<file path="config.mk">
export PLATFORM = sky130hd
export DESIGN_NAME = rotor_substitution_stepper_top
export DESIGN_NICKNAME = d
export VERILOG_FILES = /design/src/hw/rtl/rss_pkg.sv /design/src/hw/rtl/rotor_substitution_stepper_top.sv
export SDC_FILE = /design/constraint.sdc
export NUM_CORES = 1
export LEC_CHECK = 0
export BUFFER_PORTS_ARGS = -buffer_cell sky130_fd_sc_hd__buf_2
export CAP_MARGIN = 20
export CORE_MARGIN = 5
export CORE_UTILIZATION = 55
export DETAILED_ROUTE_END_ITERATION = 16
export PLACE_DENSITY = 0.74
export SLEW_MARGIN = 20
export SYNTH_ARGS = -nofsm -noshare
export SYNTH_HDL_FRONTEND = slang
export SYNTH_SLANG_ARGS = --single-unit
</file>
<file path="constraint.sdc">
create_clock -name i_clk -period 4.6 [get_ports i_clk]
set_input_delay 0.46 -clock i_clk [delete_from_list [all_inputs] [get_ports i_clk]]
set_output_delay 0.46 -clock i_clk [all_outputs]
set_load 0.005 [all_outputs]
</file>
<file path="src/hw/rtl/rss_pkg.sv">
// ----------------------------------------------------------------------------
// rss_pkg
// Shared types and constants for the rotor substitution stepper.
// ----------------------------------------------------------------------------
`timescale 1ns / 1ps
`default_nettype none

package rss_pkg;

    // Alphabet size and derived widths
    localparam int LETTER_COUNT = 26;
    localparam int LETTER_W     = 5;
    localparam int IDX_W        = $clog2(LETTER_COUNT);
    localparam int STEP_W       = 10;
    localparam int STEP_LIMIT   = LETTER_COUNT * LETTER_COUNT;

    // Configuration port
    localparam int APB_AW = 3;
    localparam int APB_DW = 32;
    localparam int SLOT_W = 2;

    // Register indexes (byte address / 4)
    localparam logic REG_ROTOR_SLOT = 1'b0;

    // Rotor slot codes; any other code turns once every STEP_LIMIT reverse items
    localparam logic [SLOT_W-1:0] SLOT_FAST   = 2'd1;
    localparam logic [SLOT_W-1:0] SLOT_MIDDLE = 2'd2;
    localparam logic [SLOT_W-1:0] SLOT_RESET  = SLOT_FAST;

    typedef enum logic [1:0] {
        KIND_LOAD = 2'd0,
        KIND_FWD  = 2'd1,
        KIND_REV  = 2'd2
    } t_kind;

    typedef enum logic [1:0] {
        ST_IDLE,
        ST_FWD,
        ST_SCAN,
        ST_DONE
    } t_state;

    typedef struct packed {
        logic [1:0]          kind;
        logic [LETTER_W-1:0] position;
        logic [LETTER_W-1:0] letter;
    } t_in_item;

    typedef struct packed {
        logic [LETTER_W-1:0] result_letter;
        logic                turned;
    } t_out_item;

endpackage

`default_nettype wire

</file>
<file path="src/hw/rtl/rotor_substitution_stepper_top.sv">
// ----------------------------------------------------------------------------
// rotor_substitution_stepper_top
// One cipher rotor: a loadable wiring table that turns like a ring.
// ----------------------------------------------------------------------------
// A load transaction writes one wiring entry and sends the rotor home; a
// forward transaction maps a letter through the rotated table; a reverse
// transaction returns the first rotated position holding the letter (or the
// letter itself when none does) and then steps the rotor according to the
// rotor_slot register (slot 1 every reverse, slot 2 every 26, else every 676).
// Every transaction returns exactly one result. The wiring lives in a single
// 26-entry synchronous RAM with a registered read port. A reverse transaction
// walks the RAM one entry per cycle through that single read port, from rotated
// position zero up to the first match or, when nothing matches, position 25.
// The input is taken only while no transaction is in flight, but a finished
// result may still be waiting in the output register when the next one is
// accepted. Wiring entries read before they were ever loaded return arbitrary
// data.
// ----------------------------------------------------------------------------
`timescale 1ns / 1ps
`default_nettype none

module rotor_substitution_stepper_top
    import rss_pkg::*;
(
    input  wire logic              i_clk,
    input  wire logic              i_rst_n,

    // Item input channel
    input  wire logic              i_in_valid,
    output      logic              o_in_stall,
    input  wire t_in_item          i_in_data,

    // Result output channel
    output      logic              o_out_valid,
    input  wire logic              i_out_stall,
    output      t_out_item         o_out_data,

    // Configuration port
    input  wire logic              psel,
    input  wire logic              penable,
    input  wire logic              pwrite,
    input  wire logic [APB_AW-1:0] paddr,
    input  wire logic [APB_DW-1:0] pwdata,
    output      logic [APB_DW-1:0] prdata,
    output      logic              pready
);

    // ------------------------------------------------------------------------
    // Configuration register
    // ------------------------------------------------------------------------
    logic [SLOT_W-1:0] r_slot;
    logic              cfg_wr;

    assign pready = 1'b1;
    assign cfg_wr = psel & penable & pwrite & pready;

    always_ff @(posedge i_clk) begin
        if (!i_rst_n) begin
            r_slot <= SLOT_RESET;
        end else if (cfg_wr && (paddr[2] == REG_ROTOR_SLOT)) begin
            r_slot <= pwdata[SLOT_W-1:0];
        end
    end

    always_comb begin
        prdata = '0;
        if (paddr[2] == REG_ROTOR_SLOT) begin
            prdata[SLOT_W-1:0] = r_slot;
        end
    end

    // ------------------------------------------------------------------------
    // Wiring RAM: one write port, one registered read port
    // ------------------------------------------------------------------------
    logic [LETTER_W-1:0] r_wiring [LETTER_COUNT];
    logic [LETTER_W-1:0] r_rd_data;
    logic                mem_we;
    logic [IDX_W-1:0]    mem_waddr;
    logic [LETTER_W-1:0] mem_wdata;
    logic                mem_re;
    logic [IDX_W-1:0]    mem_raddr;

    always_ff @(posedge i_clk) begin
        if (mem_we) begin
            r_wiring[mem_waddr] <= mem_wdata;
        end
        if (mem_re) begin
            r_rd_data <= r_wiring[mem_raddr];
        end
    end

    // ------------------------------------------------------------------------
    // Control and rotor state
    // ------------------------------------------------------------------------
    t_state              r_state, n_state;
    logic [IDX_W-1:0]    r_offset, n_offset;
    logic [STEP_W-1:0]   r_count, n_count;
    logic [LETTER_W-1:0] r_letter, n_letter;   // letter under reverse search
    logic [IDX_W-1:0]    r_idx, n_idx;         // rotated position of r_rd_data
    logic [IDX_W-1:0]    r_addr, n_addr;       // physical address of r_rd_data
    logic [LETTER_W-1:0] r_res, n_res;         // parked result for ST_DONE
    logic                r_turn, n_turn;

    // Output register
    logic                r_out_valid, n_out_valid;
    t_out_item           r_out_data, n_out_data;

    logic                in_acc;
    logic                out_free;
    logic                scan_hit;
    logic                scan_end;

    // Helpers
    logic [IDX_W-1:0]    fwd_idx;
    logic [IDX_W:0]      fwd_sum;
    logic [IDX_W-1:0]    fwd_addr;
    logic [IDX_W-1:0]    scan_next;
    logic [IDX_W-1:0]    offset_inc;
    logic [STEP_W-1:0]   count_inc;
    logic [IDX_W-1:0]    step_offset;
    logic [STEP_W-1:0]   step_count;
    logic                step_turn;

    assign o_in_stall  = (r_state != ST_IDLE);
    assign in_acc      = i_in_valid & ~o_in_stall;
    assign out_free    = ~r_out_valid | ~i_out_stall;
    assign o_out_valid = r_out_valid;
    assign o_out_data  = r_out_data;

    assign scan_hit = (r_rd_data == r_letter);
    assign scan_end = (r_idx == IDX_W'(LETTER_COUNT - 1));

    // Forward index: out-of-range letters read position zero
    assign fwd_idx  = ({1'b0, i_in_data.letter} < (LETTER_W + 1)'(LETTER_COUNT))
                      ? IDX_W'(i_in_data.letter) : '0;
    assign fwd_sum  = {1'b0, fwd_idx} + {1'b0, r_offset};
    assign fwd_addr = (fwd_sum >= (IDX_W + 1)'(LETTER_COUNT))
                      ? IDX_W'(fwd_sum - (IDX_W + 1)'(LETTER_COUNT))
                      : IDX_W'(fwd_sum);

    assign scan_next  = (r_addr == IDX_W'(LETTER_COUNT - 1)) ? '0 : r_addr + 1'b1;
    assign offset_inc = (r_offset == IDX_W'(LETTER_COUNT - 1)) ? '0 : r_offset + 1'b1;
    assign count_inc  = r_count + 1'b1;

    // Stepping rule applied at the end of a reverse transaction
    always_comb begin
        step_offset = r_offset;
        step_count  = count_inc;
        step_turn   = 1'b0;
        if (r_slot == SLOT_FAST) begin
            // Fast rotor turns every time and leaves the count alone
            step_offset = offset_inc;
            step_count  = r_count;
            step_turn   = 1'b1;
        end else if ((r_slot == SLOT_MIDDLE) &&
                     (count_inc >= STEP_W'(LETTER_COUNT))) begin
            step_offset = offset_inc;
            step_count  = '0;
            step_turn   = 1'b1;
        end else if (count_inc >= STEP_W'(STEP_LIMIT)) begin
            step_offset = offset_inc;
            step_count  = '0;
            step_turn   = 1'b1;
        end
    end

    // ------------------------------------------------------------------------
    // Next state
    // ------------------------------------------------------------------------
    always_comb begin
        n_state = r_state;
        case (r_state)
            ST_IDLE: begin
                if (in_acc) begin
                    case (i_in_data.kind)
                        KIND_FWD: n_state = ST_FWD;
                        KIND_REV: n_state = ST_SCAN;
                        default:  n_state = ST_DONE;
                    endcase
                end
            end
            ST_FWD: begin
                if (out_free) begin
                    n_state = ST_IDLE;
                end
            end
            ST_SCAN: begin
                if (scan_hit || scan_end) begin
                    n_state = ST_DONE;
                end
            end
            ST_DONE: begin
                if (out_free) begin
                    n_state = ST_IDLE;
                end
            end
            default: n_state = ST_IDLE;
        endcase
    end

    // ------------------------------------------------------------------------
    // Datapath and outputs
    // ------------------------------------------------------------------------
    always_comb begin
        mem_we      = 1'b0;
        mem_waddr   = IDX_W'(i_in_data.position);
        mem_wdata   = i_in_data.letter;
        mem_re      = 1'b0;
        mem_raddr   = fwd_addr;
        n_offset    = r_offset;
        n_count     = r_count;
        n_letter    = r_letter;
        n_idx       = r_idx;
        n_addr      = r_addr;
        n_res       = r_res;
        n_turn      = r_turn;
        n_out_data  = r_out_data;
        // Drop the result once the far side has taken it
        n_out_valid = r_out_valid & i_out_stall;

        case (r_state)
            ST_IDLE: begin
                if (in_acc) begin
                    n_res  = '0;
                    n_turn = 1'b0;
                    case (i_in_data.kind)
                        KIND_LOAD: begin
                            // Ignore out-of-range positions, still send rotor home
                            mem_we   = ({1'b0, i_in_data.position} <
                                        (LETTER_W + 1)'(LETTER_COUNT));
                            n_offset = '0;
                            n_count  = '0;
                        end
                        KIND_FWD: begin
                            mem_re    = 1'b1;
                            mem_raddr = fwd_addr;
                        end
                        KIND_REV: begin
                            // Start the walk at rotated position zero
                            mem_re    = 1'b1;
                            mem_raddr = r_offset;
                            n_letter  = i_in_data.letter;
                            n_idx     = '0;
                            n_addr    = r_offset;
                        end
                        default: begin
                        end
                    endcase
                end
            end
            ST_FWD: begin
                if (out_free) begin
                    n_out_valid              = 1'b1;
                    n_out_data.result_letter = r_rd_data;
                    n_out_data.turned        = 1'b0;
                end
            end
            ST_SCAN: begin
                if (scan_hit || scan_end) begin
                    n_res    = scan_hit ? LETTER_W'(r_idx) : r_letter;
                    n_turn   = step_turn;
                    n_offset = step_offset;
                    n_count  = step_count;
                end else begin
                    // Advance to the next rotated position
                    mem_re    = 1'b1;
                    mem_raddr = scan_next;
                    n_addr    = scan_next;
                    n_idx     = r_idx + 1'b1;
                end
            end
            ST_DONE: begin
                if (out_free) begin
                    n_out_valid              = 1'b1;
                    n_out_data.result_letter = r_res;
                    n_out_data.turned        = r_turn;
                end
            end
            default: begin
            end
        endcase
    end

    // ------------------------------------------------------------------------
    // Registers
    // ------------------------------------------------------------------------
    always_ff @(posedge i_clk) begin
        if (!i_rst_n) begin
            r_state     <= ST_IDLE;
            r_offset    <= '0;
            r_count     <= '0;
            r_out_valid <= 1'b0;
        end else begin
            r_state     <= n_state;
            r_offset    <= n_offset;
            r_count     <= n_count;
            r_out_valid <= n_out_valid;
        end
    end

    always_ff @(posedge i_clk) begin
        r_letter   <= n_letter;
        r_idx      <= n_idx;
        r_addr     <= n_addr;
        r_res      <= n_res;
        r_turn     <= n_turn;
        r_out_data <= n_out_data;
    end

endmodule

`default_nettype wire
</file>
# Yosys cells after proc, flatten, opt, wreduce, memory -nomap -nowiden
# Memories as Yosys holds them, arrays and structs flattened. A register that Yosys moved wholly into a read port is not among the register bits.
# Cells that the tools add are included.
[op_classes] bitwise_logic=9 eq_ne=21 reduce_logical=17 n_mux=60 n_lt_le_gt_ge=5 add_sub_neg=6
[op_table] operator="5-bit 2-to-1 mux" n=22
[op_table] operator="10-bit 2-to-1 mux" n=6
[op_table] operator="5-bit case mux with 2 select lines" n=5
[op_table] operator="10-bit case mux with 2 select lines" n=1
[op_table] operator="5-bit by 1-bit adder with 5-bit output (second input constant)" n=3
[op_table] operator="5-bit equality test (second input constant)" n=3
[op_table] operator="1-bit 2-to-1 mux" n=15
[op_table] operator="2-bit inequality test (second input constant)" n=7
[op_table] operator="6-bit 2-to-1 mux" n=2
[op_table] operator="6-bit case mux with 2 select lines" n=1
[op_table] operator="3-bit AND reduction" n=4
[op_table] operator="10-bit by 1-bit adder with 10-bit output (second input constant)" n=1
[op_table] operator="10-bit >= comparator (second input constant)" n=1
[op_table] operator="10-bit by 5-bit >= comparator with 1-bit output (second input constant)" n=1
[op_table] operator="5-bit < comparator (second input constant)" n=2
[op_table] operator="5-bit AND reduction" n=2
[op_table] operator="2-bit equality test (second input constant)" n=4
[op_table] operator="2-bit 2-to-1 mux" n=4
[op_table] operator="5-bit by 5-bit adder with 6-bit output" n=1
[op_table] operator="2-bit by 1-bit equality test with 1-bit output (second input constant)" n=3
[op_table] operator="6-bit by 5-bit >= comparator with 1-bit output (second input constant)" n=1
[op_table] operator="2-bit case mux with 3 select lines" n=1
[op_table] operator="2-bit nonzero test" n=3
[op_table] operator="5-bit equality test" n=1
[op_table] operator="13 further kinds" n=24
[totals] memories=1 ff_bits=47 mem_bits_rw=130 output_inout_bits=41
[memory_table] name="r_wiring" words=26 word_bits=5 read_ports=1 rd_ports_with_merged_regs=1 wr=1 line="rotor_substitution_stepper_top.sv:75" text="logic [LETTER_W-1:0] r_wiring [LETTER_COUNT];"

# Longest topological paths before layout
[logic_depth] ltp_word=8 mapped_depth=16

# Least setup slack after synthesis
# OpenSTA, ideal clock, no wires.
[synth_path] path_kind="input -> register" start="input i_in_data[1] (netlist bit)" end="register r_rd_data[3] (read register of r_wiring) (data pin)" setup_ns=0.260 cell_stages=13 path_slack_ns=0.970 arrival_ns=3.370 path_buffers=0 cell_sequence="or2_2 > a31oi_1 > ha_1 > fa_1 > inv_1 > ha_1 > and3_4 > a211oi_4 > a31oi_4 > or4_1 > nand3b_1 > nand4_1 > nor4_2"
[synth_via] elab_chain_cells=8 word_cells_on_any_way=10 cone_classes="2 x add/sub; 2 x order compare; 6 x mux"
[synth_rtl] element="start, declared" line="rotor_substitution_stepper_top.sv:31" text="input wire t_in_item i_in_data,"
[synth_rtl] element="5-bit < comparator" line="rotor_substitution_stepper_top.sv:134" text="assign fwd_idx = ({1'b0, i_in_data.letter} < (LETTER_W + 1)'(LETTER_COUNT))"
[synth_rtl] element="5-bit 2-to-1 mux (*)" line="rotor_substitution_stepper_top.sv:135" text="? IDX_W'(i_in_data.letter) : '0;"
[synth_rtl] element="5-bit by 5-bit adder with 6-bit output (*)" line="rotor_substitution_stepper_top.sv:136" text="assign fwd_sum = {1'b0, fwd_idx} + {1'b0, r_offset};"
[synth_rtl] element="5-bit subtractor / 6-bit by 5-bit >= comparator with 1-bit output (equally long branches)" line="rotor_substitution_stepper_top.sv:138, rotor_substitution_stepper_top.sv:137"
[synth_rtl] element="5-bit 2-to-1 mux (*)" line="rotor_substitution_stepper_top.sv:138" text="? IDX_W'(fwd_sum - (IDX_W + 1)'(LETTER_COUNT))"
[synth_rtl] element="5-bit 2-to-1 mux" line="rotor_substitution_stepper_top.sv:226" text="case (i_in_data.kind)"
[synth_rtl] element="5-bit 2-to-1 mux" line="rotor_substitution_stepper_top.sv:223" text="if (in_acc) begin"
[synth_rtl] element="5-bit case mux with 2 select lines (*)" line="rotor_substitution_stepper_top.sv:221" text="case (r_state)"
[synth_rtl] element="end, declared" line="rotor_substitution_stepper_top.sv:76" text="logic [LETTER_W-1:0] r_rd_data;"
# Mark *: on every way between the ends. The rest lies on a longest branch, timed or not.
# A chain may end at the register's enable or synchronous reset.

# Final worst setup path
[layout_path] start="input i_in_data[1] (netlist bit)" end="register r_rd_data[2] (read register of r_wiring) (data pin)"
# The elaborated chain is that of the path after synthesis.

==> impl_metrics.prom <==
# TYPE chip_impl_metric gauge
chip_impl_metric{name="number_of_h_tree_levels",unit=""} 4
chip_impl_metric{name="detailedRoute.firstPassIterationCount",unit=""} 5
chip_impl_metric{name="die_area",unit="um2"} 19500
chip_impl_metric{name="drt_drc_violations_left",unit=""} 0
chip_impl_metric{name="pwr-share-clk",unit="%"} 35.2
chip_impl_metric{name="synth.yosys.warnings",unit=""} 0
chip_impl_metric{name="worst_clock_skew",unit="ns"} 0.0107
chip_impl_info{name="timing.critical_path.from_type",value="input pin"} 1
chip_impl_info{name="combinational_family_with_the_most_area_after_synthesis",value="simple AND/OR/NAND/NOR gates"} 1
chip_impl_metric{name="gr-usage-all-layers",unit="%"} 21.8
chip_impl_metric{name="cts-resized-gates",unit=""} 0
chip_impl_metric{name="async_flop_share",unit="%"} 0
chip_impl_metric{name="synth_area_in_compound_gates",unit="%"} 12.4
chip_impl_info{name="grt_setup_unrepaired",value="no"} 1
chip_impl_info{name="r2r-end",value="r_rd_data[2]$_DFFE_PP_"} 1
chip_impl_metric{name="combinationalPowerShare",unit="%"} 17.8
chip_impl_metric{name="cts_made_buffers",unit=""} 17
chip_impl_metric{name="post_synth_adder_cell_area",unit="%"} 2.65
chip_impl_metric{name="fin_crit_sh",unit="%"} 90.4
chip_impl_metric{name="die_h",unit="um"} 140
chip_impl_metric{name="met1_length",unit="um"} 8850
chip_impl_metric{name="critPathRequiredTime",unit="ns"} 4.78
chip_impl_info{name="top_layer_used",value="met4"} 1
chip_impl_metric{name="syn-mean-instance-area",unit="um2"} 11.8
chip_impl_metric{name="number_of_stages_on_the_worst_hold_path",unit=""} 3
chip_impl_metric{name="routed_wire_length_per_instance",unit="um"} 20.0
chip_impl_metric{name="grt_first_pass_wirelength",unit="um"} 33400
chip_impl_info{name="timing.hold.worst_endpoint",value="r_slot[0]$_SDFFE_PN1P_"} 1
chip_impl_metric{name="clkLatencyLatePin",unit="ns"} 0.44
chip_impl_metric{name="post_synth_and_or_nand_nor_area_fraction",unit="%"} 15.6
chip_impl_metric{name="grt_pass1_vias",unit=""} 6193
chip_impl_metric{name="timing.final.crit_period",unit="ns"} 4.16
chip_impl_metric{name="cts.sinks",unit=""} 182
chip_impl_metric{name="final_net_count",unit=""} 896
chip_impl_metric{name="grt_max_degree",unit=""} 38
chip_impl_info{name="ws_path_type",value="input pin to register"} 1
chip_impl_metric{name="fin_tns_setup",unit="ns"} 0
chip_impl_metric{name="critPathMaxFanout",unit=""} 12
chip_impl_metric{name="number_of_vias_per_cell_after_detailed_routing",unit=""} 6.02
chip_impl_metric{name="filler_cell_count",unit=""} 1293
chip_impl_metric{name="detailedRoute.firstIterationViolations",unit=""} 504
chip_impl_metric{name="detail-route-antenna-nets",unit=""} 0
chip_impl_metric{name="power.net_switching",unit="mW"} 1.18
chip_impl_info{name="timing.hold.worst.class",value="input pin to register"} 1
chip_impl_metric{name="slew_headroom",unit="%"} 37.5
chip_impl_metric{name="slew_of_the_pin_with_the_lowest_slew_margin",unit="ns"} 0.929
chip_impl_metric{name="gpl.final_weighted_congestion",unit=""} 0.910
chip_impl_info{name="min_from",value="pwdata[0]"} 1
chip_impl_metric{name="area_delta_synth_final",unit="%"} 9.79
chip_impl_metric{name="initial_utilization",unit="%"} 56.0
chip_impl_metric{name="dr_wl_met2",unit="um"} 10000
chip_impl_metric{name="syn_inst",unit=""} 787
chip_impl_info{name="clock_tree_from_tritoncts",value="yes"} 1
chip_impl_info{name="synthFlopType",value="sky130_fd_sc_hd__edfxtp_1"} 1
chip_impl_info{name="synth.top_cells.by_area",value="sky130_fd_sc_hd__edfxtp_1, sky130_fd_sc_hd__mux2i_1, sky130_fd_sc_hd__dfxtp_1"} 1
chip_impl_metric{name="clock_tree.buffer_depth",unit=""} 2
chip_impl_metric{name="worst-r2r-cell-count",unit=""} 11
chip_impl_metric{name="power_density",unit="nW/um2"} 398
chip_impl_metric{name="peakVddDrop",unit="V"} 0.000280
chip_impl_metric{name="post_synth_instance_area",unit="um2"} 9250
chip_impl_metric{name="antenna_found_initial",unit=""} 0
chip_impl_metric{name="distinct_cell_type_count_of_the_synthesized_netlist",unit=""} 81
chip_impl_metric{name="dr_wl_met3",unit="um"} 1770
chip_impl_metric{name="ys_seq_area_share",unit="%"} 56.9
chip_impl_metric{name="reg2reg_slack",unit="ns"} 0.58
chip_impl_info{name="synth_top_cells_by_count",value="sky130_fd_sc_hd__edfxtp_1, sky130_fd_sc_hd__nand2_1, sky130_fd_sc_hd__nor2_1"} 1
chip_impl_metric{name="number_of_setup_buffers_added_after_cts",unit=""} 0
chip_impl_metric{name="cell_leakage_power",unit="nW"} 3.74
chip_impl_metric{name="timing_max_transition_violations_final",unit=""} 0
chip_impl_metric{name="cts.reportedPaths.clkPinSlew",unit="ns"} 0.07
chip_impl_metric{name="synth_xor_xnor_area_share",unit="%"} 1.14
chip_impl_metric{name="layout-drive-gt1-share",unit="%"} 14.4
chip_impl_metric{name="max_freq",unit="GHz"} 0.240
chip_impl_info{name="outcome",value="completed"} 1
chip_impl_info{name="cts-root-buf",value="sky130_fd_sc_hd__clkbuf_16"} 1
chip_impl_metric{name="post-place-cells",unit=""} 1024
chip_impl_metric{name="grt_overflow",unit=""} 0
chip_impl_metric{name="internal-power",unit="mW"} 2.86
chip_impl_metric{name="timing.critical_path.arrival",unit="ns"} 4.34
chip_impl_metric{name="p_seq_share",unit="%"} 47.0
chip_impl_metric{name="post_layout_nonfiller_instances",unit=""} 1056
chip_impl_metric{name="antennaDiodeCount",unit=""} 0
chip_impl_metric{name="dp.final_hpwl",unit="um"} 14800
chip_impl_metric{name="max-cap-violations",unit=""} 0
chip_impl_metric{name="finalHoldViolations",unit=""} 0
chip_impl_metric{name="top_ports",unit=""} 95
chip_impl_metric{name="synth_seq_cells",unit=""} 182
chip_impl_info{name="synth_top_area_cell",value="sky130_fd_sc_hd__edfxtp_1"} 1
chip_impl_info{name="synth_most_common_cell",value="sky130_fd_sc_hd__edfxtp_1"} 1
chip_impl_metric{name="p_sw_share",unit="%"} 29.2
chip_impl_metric{name="cts_hold_repair.buffers",unit=""} 0
chip_impl_metric{name="synth_enable_flop_cells",unit=""} 162
chip_impl_metric{name="post_synth_mux_area_share",unit="%"} 6.13
chip_impl_info{name="startpoint",value="i_in_data[1]"} 1
chip_impl_info{name="regToRegStartpoint",value="r_offset[0]$_SDFFE_PN0P_"} 1
chip_impl_metric{name="design.core.area",unit="um2"} 16500
chip_impl_metric{name="report.final.setup_viol",unit=""} 0
chip_impl_metric{name="die_w",unit="um"} 140
chip_impl_metric{name="yosysTopAreaCellShare",unit="%"} 52.6
chip_impl_metric{name="port_buffers",unit=""} 31
chip_impl_info{name="worstSetupEndpointType",value="register"} 1
chip_impl_metric{name="placement_rows",unit=""} 47
chip_impl_metric{name="vias",unit=""} 6353
chip_impl_metric{name="finalWirelength",unit="um"} 21200
[how the worst max path moves through the flow]
stage / endpoint / slack, ns / cells after the start
after floorplan: r_rd_data[3]$_DFFE_PP_ / 0.97 / 13
after global placement: r_rd_data[2]$_DFFE_PP_ / 0.21 / 14
after detailed placement: r_rd_data[2]$_DFFE_PP_ / 0.02 / 14
after CTS: r_rd_data[2]$_DFFE_PP_ / 0.46 / 14
after global routing: r_rd_data[2]$_DFFE_PP_ / 0.35 / 14
final: r_rd_data[2]$_DFFE_PP_ / 0.44 / 14
[through the flow]
stage	setup WS (ns)	utilization, %	power, mW	cell area [um2]	hold slack (ns)
finish	0.440	61.5	4.04	10200	0.269
global route	0.353	61.5	4.19	10200	0.285
CTS	0.462	61.5	4.04	10200	0.255
detailed placement	0.0207	57.9	2.64	9570	0.537
global placement	0.207	57.9	2.62	9570	0.510
floorplan	0.970	-	2.44	9360	0.498
[area by class of cell]
cell class | count | area, um2 | area share [%]
flip-flops and latches | 182 | 5270 | 51.8
multi-input cells | 558 | 3650 | 35.9
clock buffers | 17 | 425 | 4.19
repair buffers | 50 | 335 | 3.30
well taps | 220 | 275 | 2.71
clock inverters | 15 | 158 | 1.55
inverters | 14 | 52.6 | 0.517
[kinds of logic after synthesis]
| logic type | count (synthesis) |
|---|---|
| multiplexers | 55 |
| adder cells (fa/ha/maj) | 19 |
| XOR/XNOR | 12 |
| flip-flops | 182 |
| other | 2 |
| AO/OA/AOI/OAI | 157 |
| buffers and inverters | 76 |
| AND/OR/NAND/NOR | 284 |
[critical path, stage by stage]
cell and delay [ns]:
sky130_fd_sc_hd__buf_2 0.10, sky130_fd_sc_hd__or2_2 0.34, sky130_fd_sc_hd__a31oi_1 0.37, sky130_fd_sc_hd__ha_1 0.30, sky130_fd_sc_hd__fa_1 0.28, sky130_fd_sc_hd__a211oi_4 0.11, sky130_fd_sc_hd__o21ba_2 0.23, sky130_fd_sc_hd__o41ai_1 0.38
sky130_fd_sc_hd__a22o_1 0.28, sky130_fd_sc_hd__a31o_1 0.48, sky130_fd_sc_hd__nand3_1 0.35, sky130_fd_sc_hd__o22ai_1 0.43, sky130_fd_sc_hd__a31o_1 0.16, sky130_fd_sc_hd__nor4_1 0.06
[per-layer routing]
layer | GRT usage [%] | up-vias
li1 | - | 2978
met1 | 29.2 | 3064
met2 | 34.9 | 269
met3 | 4.94 | 42
met4 | 7.90 | 0
met5 | 0 | -
[registers in the layout, summed over array words and instances, names as in the netlist]
name	cells
o_out_data	6
o_out_valid	1
r_addr	5
r_count	10
r_idx	5
r_letter	5
r_offset	5
r_rd_data	5
r_res	5
r_slot	2
r_state	2
r_turn	1
r_wiring	130
[power by group through the flow]
| stage | clock, mW | combinational, mW | sequential, mW |
|---|---|---|---|
| floorplan | 0 | 0.521 | 1.92 |
| global placement | 0 | 0.685 | 1.93 |
| detailed placement | 0 | 0.709 | 1.93 |
| CTS | 1.43 | 0.716 | 1.90 |
| global route | 1.51 | 0.777 | 1.90 |
| finish | 1.42 | 0.720 | 1.90 |
[layout by cell type (no fill, tap or decap), types with 15 or more instances in the layout]
cell                        netlist  layout
sky130_fd_sc_hd__clkbuf_16        0      17
sky130_fd_sc_hd__nor2b_1         15      15
sky130_fd_sc_hd__mux2i_1         42      42
sky130_fd_sc_hd__conb_1           2      31
sky130_fd_sc_hd__nand3_1         26      26
sky130_fd_sc_hd__a21oi_1         19      19
sky130_fd_sc_hd__edfxtp_1       162     162
sky130_fd_sc_hd__buf_2           12      31
sky130_fd_sc_hd__dfxtp_1         20      20
sky130_fd_sc_hd__buf_4           36      16
sky130_fd_sc_hd__nor2_1          64      64
sky130_fd_sc_hd__ha_1            18      18
sky130_fd_sc_hd__o21ai_0         31      31
sky130_fd_sc_hd__nand2_1         88      88
(Power assumes the default switching activity.)
